File: config.mk
export PLATFORM = sky130hd
export DESIGN_NAME = path_canonicalizer_unit
export DESIGN_NICKNAME = d
export VERILOG_FILES = /design/src/sv/pcanon_pkg.sv /design/src/sv/pcanon_store.sv /design/src/sv/pcanon_stack.sv /design/src/sv/path_canonicalizer_unit.sv
export SDC_FILE = /design/constraint.sdc
export NUM_CORES = 2
export LEC_CHECK = 0
export BUFFER_PORTS_ARGS = -buffer_cell sky130_fd_sc_hd__buf_2
export CELL_PAD_IN_SITES_DETAIL_PLACEMENT = 1
export CELL_PAD_IN_SITES_GLOBAL_PLACEMENT = 1
export CORE_MARGIN = 2
export CORE_UTILIZATION = 55
export DETAILED_ROUTE_END_ITERATION = 8
export GPL_ROUTABILITY_DRIVEN = 0
export PLACE_DENSITY = 0.75
export SLEW_MARGIN = 20
export SYNTH_ARGS = -nofsm -noshare
export SYNTH_HDL_FRONTEND = slang
export SYNTH_SLANG_ARGS = --single-unit
File: constraint.sdc
create_clock -name clk -period 7.9 [get_ports clk]
set_clock_uncertainty 0.15 [all_clocks]
set_input_delay 1.58 -clock clk [delete_from_list [all_inputs] [get_ports clk]]
set_output_delay 1.58 -clock clk [all_outputs]
set_load 0.02 [all_outputs]
File: src/sv/pcanon_pkg.sv
package pcanon_pkg;

  localparam int MAX_LEN_DEF   = 256;
  localparam int MAX_DEPTH_DEF = 64;

  localparam int BYTE_W   = 8;
  localparam int RLEN_W   = 9;
  localparam int DEPTH_W  = 7;
  localparam int MODE_W   = 2;

  localparam logic [BYTE_W-1:0] DOT_BYTE  = 8'd46;
  localparam logic [BYTE_W-1:0] SEP_RESET = 8'd47;

  typedef enum logic [MODE_W-1:0] {
    MODE_BYTE = 2'd0,
    MODE_END  = 2'd1,
    MODE_READ = 2'd2
  } mode_t;

  typedef enum logic [1:0] {
    RSEL_ZERO = 2'd0,
    RSEL_MEM  = 2'd1,
    RSEL_SEP  = 2'd2
  } rsel_t;

  typedef struct packed {
    logic clear;
    logic push;
    logic pop;
  } stk_op_t;

endpackage

File: src/sv/pcanon_store.sv
module pcanon_store #(
  parameter int MAX_LEN = 256
) (
  input  logic                       clk,
  input  logic                       wa_en,
  input  logic [$clog2(MAX_LEN)-1:0] wa_addr,
  input  logic [7:0]                 wa_data,
  input  logic                       wb_en,
  input  logic [$clog2(MAX_LEN)-1:0] wb_addr,
  input  logic [7:0]                 wb_data,
  input  logic                       rd_en,
  input  logic [$clog2(MAX_LEN)-1:0] rd_addr,
  output logic [7:0]                 rd_data
);
  import pcanon_pkg::*;

  localparam int AW = $clog2(MAX_LEN);
  localparam int RW = AW - 1;
  localparam int BD = (MAX_LEN + 1) / 2;

  // two interleaved banks: a separator/byte pair always lands in both
  logic [BYTE_W-1:0] even_mem [BD];
  logic [BYTE_W-1:0] odd_mem  [BD];

  logic              even_we, odd_we;
  logic [RW-1:0]     even_row, odd_row;
  logic [BYTE_W-1:0] even_din, odd_din;
  logic [BYTE_W-1:0] even_q_r, odd_q_r;
  logic              odd_sel_r;
  logic              a_even, b_even;

  assign a_even = wa_en && !wa_addr[0];
  assign b_even = wb_en && !wb_addr[0];

  always_comb begin
    even_we  = a_even || b_even;
    even_row = a_even ? wa_addr[AW-1:1] : wb_addr[AW-1:1];
    even_din = a_even ? wa_data : wb_data;
    odd_we   = (wa_en && wa_addr[0]) || (wb_en && wb_addr[0]);
    odd_row  = (wa_en && wa_addr[0]) ? wa_addr[AW-1:1] : wb_addr[AW-1:1];
    odd_din  = (wa_en && wa_addr[0]) ? wa_data : wb_data;
  end

  always_ff @(posedge clk) begin
    if (even_we) begin
      even_mem[even_row] <= even_din;
    end
    if (odd_we) begin
      odd_mem[odd_row] <= odd_din;
    end
    if (rd_en) begin
      even_q_r  <= even_mem[rd_addr[AW-1:1]];
      odd_q_r   <= odd_mem[rd_addr[AW-1:1]];
      odd_sel_r <= rd_addr[0];
    end
  end

  assign rd_data = odd_sel_r ? odd_q_r : even_q_r;

endmodule

File: src/sv/pcanon_stack.sv
module pcanon_stack #(
  parameter int MAX_DEPTH = 64,
  parameter int DW        = 8
) (
  input  logic                           clk,
  input  logic                           rst_n,
  input  pcanon_pkg::stk_op_t            op,
  input  logic [DW-1:0]                  push_data,
  output logic [$clog2(MAX_DEPTH+1)-1:0] count,
  output logic [DW-1:0]                  top
);
  import pcanon_pkg::*;

  localparam int CW = $clog2(MAX_DEPTH + 1);
  localparam int SW = $clog2(MAX_DEPTH);

  // top entry lives in top_r; the memory holds the entries below it
  logic [DW-1:0] stk_mem [MAX_DEPTH];

  logic [CW-1:0] count_r, count_nxt;
  logic [DW-1:0] top_r, top_nxt;
  logic [DW-1:0] rd_q_r, fwd_data_r, below;
  logic          fwd_r;
  logic          wr_en;
  logic [SW-1:0] wr_addr, rd_addr;

  assign below   = fwd_r ? fwd_data_r : rd_q_r;
  assign wr_en   = op.push && (count_r != '0);
  assign wr_addr = SW'(count_r - CW'(1));
  assign rd_addr = SW'(count_nxt - CW'(2));

  always_comb begin
    count_nxt = count_r;
    top_nxt   = top_r;
    if (op.clear) begin
      count_nxt = '0;
    end else if (op.push) begin
      count_nxt = count_r + CW'(1);
      top_nxt   = push_data;
    end else if (op.pop) begin
      count_nxt = count_r - CW'(1);
      top_nxt   = below;
    end
  end

  always_ff @(posedge clk) begin
    if (!rst_n) begin
      count_r <= '0;
    end else begin
      count_r <= count_nxt;
    end
  end

  always_ff @(posedge clk) begin
    top_r      <= top_nxt;
    fwd_r      <= wr_en && (wr_addr == rd_addr);
    fwd_data_r <= top_r;
    rd_q_r     <= stk_mem[rd_addr];
    if (wr_en) begin
      stk_mem[wr_addr] <= top_r;
    end
  end

  assign count = count_r;
  assign top   = top_r;

endmodule

File: src/sv/path_canonicalizer_unit.sv
// channel  | ports                                         | direction
// in       | in_valid in_stall in_mode in_data_byte in_read_index | request in
// out      | out_valid out_stall out_result_byte out_result_length
//          | out_kept_depth out_overflow                   | result out
// cfg      | cfg_wr_en cfg_wr_data                         | separator write
// One request per cycle while in_stall is low; each result passes through the stage-1
// registers, which take the registered path-store read, and then the output register.
// Stack pops see the entry below the top through a prefetched read with bypass.
// Synchronous active-low reset clears control; store contents stay undefined.
// out_stall backs up into in_stall only when both output stages are full.
module path_canonicalizer_unit #(
  parameter int MAX_LEN   = pcanon_pkg::MAX_LEN_DEF,
  parameter int MAX_DEPTH = pcanon_pkg::MAX_DEPTH_DEF
) (
  input  logic                            clk,
  input  logic                            rst_n,
  input  logic                            in_valid,
  output logic                            in_stall,
  input  logic [pcanon_pkg::MODE_W-1:0]   in_mode,
  input  logic [pcanon_pkg::BYTE_W-1:0]   in_data_byte,
  input  logic [pcanon_pkg::BYTE_W-1:0]   in_read_index,
  output logic                            out_valid,
  input  logic                            out_stall,
  output logic [pcanon_pkg::BYTE_W-1:0]   out_result_byte,
  output logic [pcanon_pkg::RLEN_W-1:0]   out_result_length,
  output logic [pcanon_pkg::DEPTH_W-1:0]  out_kept_depth,
  output logic                            out_overflow,
  input  logic                            cfg_wr_en,
  input  logic [pcanon_pkg::BYTE_W-1:0]   cfg_wr_data
);
  import pcanon_pkg::*;

  localparam int AW = $clog2(MAX_LEN);
  localparam int LW = $clog2(MAX_LEN + 1);
  localparam int CW = $clog2(MAX_DEPTH + 1);
  localparam int XW = (LW > BYTE_W) ? LW : BYTE_W;

  logic [BYTE_W-1:0] sep_r;
  logic [LW-1:0]     wp_r, wp_nxt;
  logic [AW-1:0]     cstart_r, cstart_nxt;
  logic [1:0]        clen_r, clen_nxt;
  logic              dots_r, dots_nxt;
  logic              ovf_r, ovf_nxt;
  logic              fin_r, fin_nxt;
  logic [CW-1:0]     cnt, cnt_nxt;
  logic [AW-1:0]     stk_top;
  stk_op_t           op;

  logic              wa_en, wb_en, rd_en;
  logic [AW-1:0]     wa_addr, wb_addr, rd_addr;
  logic [BYTE_W-1:0] wa_data, wb_data, rd_data;

  logic              in_acc, adv1;
  logic              close_now, end_now;
  rsel_t             rsel;

  logic               v1_r;
  rsel_t              sel1_r;
  logic [BYTE_W-1:0]  sep1_r;
  logic [RLEN_W-1:0]  len1_r;
  logic [DEPTH_W-1:0] dep1_r;
  logic               ovf1_r;

  logic               out_valid_r;
  logic [BYTE_W-1:0]  byte_r;
  logic [RLEN_W-1:0]  len_r;
  logic [DEPTH_W-1:0] dep_r;
  logic               oflag_r;

  assign adv1     = v1_r && (!out_valid_r || !out_stall);
  assign in_stall = v1_r && !adv1;
  assign in_acc   = in_valid && !in_stall;

  pcanon_store #(.MAX_LEN(MAX_LEN)) u_store (
    .clk     (clk),
    .wa_en   (wa_en),
    .wa_addr (wa_addr),
    .wa_data (wa_data),
    .wb_en   (wb_en),
    .wb_addr (wb_addr),
    .wb_data (wb_data),
    .rd_en   (rd_en),
    .rd_addr (rd_addr),
    .rd_data (rd_data)
  );

  pcanon_stack #(.MAX_DEPTH(MAX_DEPTH), .DW(AW)) u_stack (
    .clk       (clk),
    .rst_n     (rst_n),
    .op        (op),
    .push_data (cstart_nxt),
    .count     (cnt),
    .top       (stk_top)
  );

  always_comb begin
    wp_nxt     = wp_r;
    cstart_nxt = cstart_r;
    clen_nxt   = clen_r;
    dots_nxt   = dots_r;
    ovf_nxt    = ovf_r;
    fin_nxt    = fin_r;
    cnt_nxt    = cnt;
    op         = '0;
    wa_en      = 1'b0;
    wa_addr    = wp_r[AW-1:0];
    wa_data    = sep_r;
    wb_en      = 1'b0;
    wb_addr    = AW'(wp_r + LW'(1));
    wb_data    = in_data_byte;
    rd_en      = 1'b0;
    rd_addr    = AW'(in_read_index);
    rsel       = RSEL_ZERO;
    close_now  = 1'b0;
    end_now    = 1'b0;

    if (in_acc) begin
      case (in_mode)
        MODE_BYTE: begin
          if (fin_r) begin
            wp_nxt   = '0;
            clen_nxt = '0;
            dots_nxt = 1'b1;
            cnt_nxt  = '0;
            ovf_nxt  = 1'b0;
            fin_nxt  = 1'b0;
            op.clear = 1'b1;
          end
          if (!ovf_nxt) begin
            if (in_data_byte == sep_r) begin
              close_now = 1'b1;
            end else if (clen_nxt == 2'd0) begin
              if (({1'b0, wp_nxt} + (LW+1)'(2)) > (LW+1)'(MAX_LEN)) begin
                ovf_nxt = 1'b1;
              end else begin
                cstart_nxt = wp_nxt[AW-1:0];
                wa_en      = 1'b1;
                wa_addr    = wp_nxt[AW-1:0];
                wa_data    = sep_r;
                wb_en      = 1'b1;
                wb_addr    = AW'(wp_nxt + LW'(1));
                wp_nxt     = wp_nxt + LW'(2);
              end
            end else begin
              if (wp_nxt >= LW'(MAX_LEN)) begin
                ovf_nxt = 1'b1;
              end else begin
                wa_en   = 1'b1;
                wa_addr = wp_nxt[AW-1:0];
                wa_data = in_data_byte;
                wp_nxt  = wp_nxt + LW'(1);
              end
            end
            if (!close_now && !ovf_nxt) begin
              clen_nxt = (clen_nxt == 2'd3) ? 2'd3 : clen_nxt + 2'd1;
              dots_nxt = dots_nxt && (in_data_byte == DOT_BYTE);
            end
          end
        end
        MODE_END: begin
          if (!fin_r) begin
            close_now = !ovf_r;
            end_now   = !ovf_r;
            fin_nxt   = 1'b1;
          end
        end
        MODE_READ: begin
          rd_en = 1'b1;
          if ((XW'(in_read_index) < XW'(wp_r)) &&
              (XW'(in_read_index) < XW'(MAX_LEN))) begin
            rsel = RSEL_MEM;
          end else if ((wp_r == '0) && (in_read_index == '0)) begin
            rsel = RSEL_SEP;
          end
        end
        default: begin
        end
      endcase
    end

    if (close_now) begin
      if (clen_nxt == 2'd0) begin
      end else if (dots_nxt && (clen_nxt != 2'd3)) begin
        wp_nxt = LW'(cstart_nxt);
        if ((clen_nxt == 2'd2) && (cnt_nxt != '0)) begin
          op.pop  = 1'b1;
          cnt_nxt = cnt_nxt - CW'(1);
          wp_nxt  = LW'(stk_top);
        end
      end else if (cnt_nxt >= CW'(MAX_DEPTH)) begin
        ovf_nxt = 1'b1;
      end else begin
        op.push = 1'b1;
        cnt_nxt = cnt_nxt + CW'(1);
      end
      clen_nxt = '0;
      dots_nxt = 1'b1;
    end

    if (end_now && !ovf_nxt && (cnt_nxt == '0)) begin
      wa_en   = 1'b1;
      wa_addr = '0;
      wa_data = sep_r;
      wp_nxt  = LW'(1);
    end
  end

  always_ff @(posedge clk) begin
    if (!rst_n) begin
      sep_r    <= SEP_RESET;
      wp_r     <= '0;
      cstart_r <= '0;
      clen_r   <= '0;
      dots_r   <= 1'b1;
      ovf_r    <= 1'b0;
      fin_r    <= 1'b0;
    end else begin
      if (cfg_wr_en) begin
        sep_r <= cfg_wr_data;
      end
      wp_r     <= wp_nxt;
      cstart_r <= cstart_nxt;
      clen_r   <= clen_nxt;
      dots_r   <= dots_nxt;
      ovf_r    <= ovf_nxt;
      fin_r    <= fin_nxt;
    end
  end

  always_ff @(posedge clk) begin
    if (!rst_n) begin
      v1_r        <= 1'b0;
      out_valid_r <= 1'b0;
    end else begin
      if (in_acc) begin
        v1_r <= 1'b1;
      end else if (adv1) begin
        v1_r <= 1'b0;
      end
      if (adv1) begin
        out_valid_r <= 1'b1;
      end else if (!out_stall) begin
        out_valid_r <= 1'b0;
      end
    end
  end

  always_ff @(posedge clk) begin
    if (in_acc) begin
      sel1_r <= rsel;
      sep1_r <= sep_r;
      len1_r <= RLEN_W'(wp_nxt);
      dep1_r <= DEPTH_W'(cnt_nxt);
      ovf1_r <= ovf_nxt;
    end
    if (adv1) begin
      case (sel1_r)
        RSEL_MEM: byte_r <= rd_data;
        RSEL_SEP: byte_r <= sep1_r;
        default:  byte_r <= '0;
      endcase
      len_r   <= len1_r;
      dep_r   <= dep1_r;
      oflag_r <= ovf1_r;
    end
  end

  assign out_valid         = out_valid_r;
  assign out_result_byte   = byte_r;
  assign out_result_length = len_r;
  assign out_kept_depth    = dep_r;
  assign out_overflow      = oflag_r;

endmodule

# Word level (Yosys, flattened, before mapping)
# Memory sizes are Yosys's and may differ from the RTL's. A register that Yosys moved wholly into a read port is not among the register bits.
# Cells that the tools add are included.
# op_classes
add_sub_neg	10
mul	0
n_div	0
order_cmp	4
n_eq_ne	11
shift	0
n_mux	141
n_bitwise	3
reduce_logical	44
# op_table
op	count
$mux W8	34
$mux W9	14
$mux W7	13
$mux W1	66
$mux W2	11
$logic_and A1 B1 Y1	16
$pmux W8 S2	1
$add A7 B1 Y7 const B	2
$reduce_bool A7 Y1	2
$sub A7 B1 Y7 const B	2
$add A9 B2 Y10 const B	1
$gt A10 B9 Y1 const B	1
$logic_not A1 Y1	10
$add A9 B1 Y9 const B	1
$add A9 B2 Y9 const B	1
$ge A9 B9 Y1 const B	1
$logic_not A9 Y1	1
$lt A8 B9 Y1	1
$add A8 B1 Y8 const B	1
$eq A2 B2 Y1 const B	4
$eq A8 B6 Y1 const B	1
$eq A8 B8 Y1	1
$logic_not A8 Y1	1
$ge A7 B7 Y1 const B	1
14 further kinds	26
# word_totals
register_bits	109
latchBits	0
ram_bits	2560
romBits	0
in_bits	31
out_inout_bits	27
memories	3
# memory_table
name	words	word_bits	read_ports	rd_clocked_by_memory_dff	write_ports	line	source
u_store.even_mem	128	8	1	1	1	pcanon_store.sv:22	logic [BYTE_W-1:0] even_mem [BD];
u_store.odd_mem	128	8	1	1	1	pcanon_store.sv:23	logic [BYTE_W-1:0] odd_mem [BD];
u_stack.stk_mem	64	8	1	1	1	pcanon_stack.sv:18	logic [DW-1:0] stk_mem [MAX_DEPTH];

# Depth between registers and ports, before layout
# logic_depth
word_depth	36
ltp_mapped	26
mapped_depth_nobuf	20

# Cells and area by module
# Synthesis repeated with hierarchy kept, for this count alone.
# hier_totals
hier_cells	5497
hier_area_um2	107023.9
# modules_own_cells
module	instances	cells_each	area_each_um2
pcanon_store	1	3329	80025.5
pcanon_stack	1	1586	21617.0
path_canonicalizer_unit	1	582	5381.4

# Worst setup path before layout
# No wires, ideal clock.
# synth_path
kind	in2reg
startpoint	input port in_mode[1] (netlist name)
endpoint	memory u_store.even_mem[0][0], data pin
setup_time_ns	0.378
arrival_time_ns	6.019
required_ns	7.372
setup_slack_ns	1.353
cell_stages	18
path_buffers	4
cell_sequence	or3b_1 nor2_1 nand2_1 clkbuf_1 nand2_1 ha_1 o21ai_0 and3_1 and3_1 buf_4 o31ai_1 and2_1 clkbuf_1 inv_2 clkbuf_1 or4_1 a21oi_2 mux2_2
# synth_between
elab_chain_len	15
elab_cells_between_ends	48
cone_classes	add/sub: 2; order compare: 1; eq/ne: 3; mux: 31; reduce/logical: 11
# synth_lines
item	line	source
start: declaration	path_canonicalizer_unit.sv:19	input logic [pcanon_pkg::MODE_W-1:0] in_mode,
parallel branches: the longest is 14 deep, another holds $add A7 B1 Y7	--	
$mux W8 (*)	pcanon_store.sv:38	even_din = a_even ? wa_data : wb_data;
via u_store.even_din[0]	pcanon_store.sv:27	logic [BYTE_W-1:0] even_din, odd_din;
end: declaration	pcanon_store.sv:22	
# Mark *: on every way through the listed nets, which the timed path passes.

# Worst setup path in the final report
# layout_path
startpoint	input port in_data_byte[3] (netlist name)
endpoint	memory u_store.even_mem[101][0], data pin
# layout_between
elab_chain_len	23
elab_cells_between_ends	63
cone_classes	eq/ne: 4; mux: 46; reduce/logical: 13
# layout_lines
item	line	source
start: declaration	path_canonicalizer_unit.sv:20	input logic [pcanon_pkg::BYTE_W-1:0] in_data_byte,
$eq A8 B8 Y1	path_canonicalizer_unit.sv:130	if (in_data_byte == sep_r) begin
$mux W1	path_canonicalizer_unit.sv:130	
$mux W1	path_canonicalizer_unit.sv:129	if (!ovf_nxt) begin
$mux W1	path_canonicalizer_unit.sv:118	case (in_mode)
$mux W1	path_canonicalizer_unit.sv:117	if (in_acc) begin
$logic_not A1 Y1	path_canonicalizer_unit.sv:154	if (!close_now && !ovf_nxt) begin
$logic_and A1 B1 Y1	path_canonicalizer_unit.sv:154	
$mux W2	path_canonicalizer_unit.sv:154	
(+9 left out)	--	
via cnt_nxt[5]	path_canonicalizer_unit.sv:45	logic [CW-1:0] cnt, cnt_nxt;
$logic_not A7 Y1 (*)	path_canonicalizer_unit.sv:200	if (end_now && !ovf_nxt && (cnt_nxt == '0)) begin
$logic_and A1 B1 Y1 (*)	path_canonicalizer_unit.sv:200	
$mux W8	path_canonicalizer_unit.sv:200	
$logic_not A1 Y1	pcanon_store.sv:32	assign a_even = wa_en && !wa_addr[0];
$logic_and A1 B1 Y1	pcanon_store.sv:32	
$mux W8 (*)	pcanon_store.sv:38	
via u_store.even_din[0]	pcanon_store.sv:27	
# The timed path passes the listed nets; every way through them passes the cells marked *. The select of a mux whose other input is x is not followed.

==> results_dict.tcl <==
set metrics [dict create \
    wire_per_inst_um 33.8 \
    grt_pass1_vias 59000 \
    grt_antenna_before_repair 25 \
    synth-seq-cells 2693 \
    track_usage 0.296 \
    start_kind "input port" \
    finalSetupTns_ps 0 \
    combPwrFrac 0.050 \
    seqPwrFrac 0.521 \
    ys_seq_area_frac 0.755 \
    p_leak_nw 38.0 \
    powerDensity_nw_per_um2 254 \
    drtPass1Iterations 8 \
    synthTopCellsByArea "edfxtp_1 74%, mux4_2 13%, nand2_1 2.1%, nor2_1 1.4%, dfxtp_1 1.1%" \
    ant_nets 0 \
    drive_above_1_share 0.226 \
    synth-simple-area-share 0.0496 \
    criticalPathCategory "in2reg" \
    die_h_um 444 \
    synth_edf_count 2637 \
    start_util 0.553 \
    htreeDepth 5 \
    required_ps 8450 \
    hold_class "reg2reg" \
    final_common_cell "edfxtp_1" \
    cp-end-kind "register" \
    cts_buffers 289 \
    nets 5877 \
    slew_headroom 0.234 \
    syn2layout_area_growth_pct 12.4 \
    syn_inst 5587 \
    yosysTopAreaCell "edfxtp_1" \
    dieArea_um2 197000 \
    power.internal_mw 23.9 \
    post-route-util 0.621 \
    postCtsHoldBufs 0 \
    yosys-mux-area-fraction 0.144 \
    slew_viol_final 0 \
    core_area_um2 192000 \
    power_switching_mw 6.47 \
    arrival_ps 7340 \
    synthArstFlopShare 0 \
    io_buffers 57 \
    cts_resized 0 \
    n_fill_cell 16000 \
    drtIter0Drc 7448 \
    wl_mm 289 \
    rows 161 \
    cts_sinks 2693 \
    seqCellArea_um2 80300 \
    crit_fanout 86 \
    path_clk_slew_ps 60 \
    synthAdderAreaFrac 0.00247 \
    syn_nets 5639 \
    cts_tree "yes" \
    routed_via_density 6.66 \
    grt_pass1_wl_mm 421 \
    vdd_ir_drop_max_mv 0.304 \
    synth_area_um2 106000 \
    route.vias.total 57000 \
    synth.avg_cell_area_um2 19.0 \
    setup_violations 0 \
    post_cts_buffers 0 \
    most-common-layout-cells "2637 x edfxtp_1, 637 x mux4_2, 590 x nand2_1" \
    period_minus_slack_ps 6780 \
    synth_top_family_by_area "multiplexers" \
    clk_latency_ps 940 \
    p_sw_frac 0.213 \
    cts_buffer_depth 4 \
    cts_root_buffer "clkbuf_16" \
    synth_top_flop_cell "edfxtp_1" \
    max_freq_ghz 0.147 \
    pwr-share-clk 0.430 \
    outcome "finished, final reports clean" \
    hold_viol 0 \
    gr-total-overflow 0 \
    post-route-drc-count 0 \
    grt_max_degree 138 \
    fin_crit_sh 0.859 \
    synthXorXnorAreaFrac 0.00288 \
    tightestPinTransition_ps 1150 \
    io_pins 58 \
    maxCapViolations 0 \
    fp.dieW_um 444 \
    synth_compound_area_frac 0.0338 \
    ys_types 79 \
    synth_top_area_frac 0.745 \
    rsz0062_at_grt "no" \
    multi_input_area_um2 24900 \
    synth_warnings 0 \
    dp_hpwl_mm 175 \
]
==> synth_stat cells (all sizes together), types with 28 or more instances <==
library cell and n:
nor2 402, buf 111, nor2b 28, mux2i 48, mux2 41, nand3 29
mux4 637, a21oi 143, clkbuf 206, a32oi 65, nand2 591, edfxtp 2637
o21ai 51, a31oi 73, and3 74, dfxtp 56, a22oi 45
==> worst max-delay path, cell delays in order <==
cell and delay, ps:
buf_2 140, xnor2_1 260, nand4_1 330, nor2_1 650, mux2i_1 350, o22ai_4 170, o22ai_2 340, nand4_1 180
o21ai_0 150, o221ai_1 370, nor3_1 310, nand2_1 70, or4_1 550, a21oi_2 180, buf_4 220, mux2_4 890
buf_4 470
==> path summary, 6_finish.rpt <==
kind	slack, ps	start	depth (start not counted)	to
worst max-delay path	1120	in_data_byte[3]	17	u_store.even_mem[101][0]$_DFFE_PP_
worst min-delay path	270	len1_r[1]$_DFFE_PP_	0	out_result_length[1]$_DFFE_PP_
worst max register to register	1180	wp_r[1]$_SDFF_PN0_	19	u_store.even_mem[101][0]$_DFFE_PP_
worst min register to register	270	len1_r[1]$_DFFE_PP_	0	out_result_length[1]$_DFFE_PP_
==> power groups by stage <==
stage / clock, mW / combinational (mW) / sequential (mW)
floorplan: 0 / 0.857 / 16.1
global placement: 0 / 1.44 / 16.1
detailed placement: 0 / 1.48 / 16.1
CTS: 13.2 / 1.50 / 15.8
global route: 13.6 / 1.58 / 15.8
finish: 13.0 / 1.51 / 15.8
==> layout make-up <==
| type | instances | share of cell area |
|---|---|---|
| multi-input combinational | 2548 | 0.208 |
| antenna | 14 | 0.000293 |
| clock inverter | 150 | 0.0109 |
| tap | 2526 | 0.0264 |
| inverter | 29 | 0.000953 |
| timing repair buffer | 264 | 0.0176 |
| sequential | 2693 | 0.672 |
| clock buffer | 341 | 0.0637 |
==> per-stage QoR <==
step                instance area [um^2]  hold WS (ps)  instances  power, mW  worst slack (ps)
floorplan                         106000           250       5587       17.0              1350
global placement                  110000           256       8058       17.5               581
detailed placement                110000           256       8059       17.6               431
CTS                               119000           273       8550       30.5              1350
global route                      120000           296       8559       31.0               852
finish                            120000           272       8565       30.4              1120
==> routing by layer <==
metal  track usage  share of wire  up-vias
li1              -              -    23100
met1         0.422           0.40    30300
met2         0.469           0.49     3034
met3        0.0553          0.086      514
met4        0.0923          0.032       16
met5             0        0.00095        -
==> kinds of logic after synthesis <==
kind of cell | count (synthesis)
DFF | 2693
xor gates and xnor gates | 35
muxes | 726
buffers and inverters | 346
AOI/OAI and AO/OA | 526
and+or+nand+nor | 1240
adders and majority gates | 21
==> registers in the layout (all words and copies together) (netlist names), 2 cells and up <==
register / cells
u_store.even_mem: 1024
u_store.odd_mem: 1024
u_stack.stk_mem: 512
len1_r: 9
out_result_length: 9
wp_r: 9
cstart_r: 8
out_result_byte: 8
sep1_r: 8
sep_r: 8
u_stack.fwd_data_r: 8
u_stack.rd_q_r: 8
u_stack.top: 8
u_store.even_q_r: 8
u_store.odd_q_r: 8
dep1_r: 7
out_kept_depth: 7
u_stack.count: 7
clen_r: 2
sel1_r: 2
No activity file was read; power rests on OpenSTA's default activity.
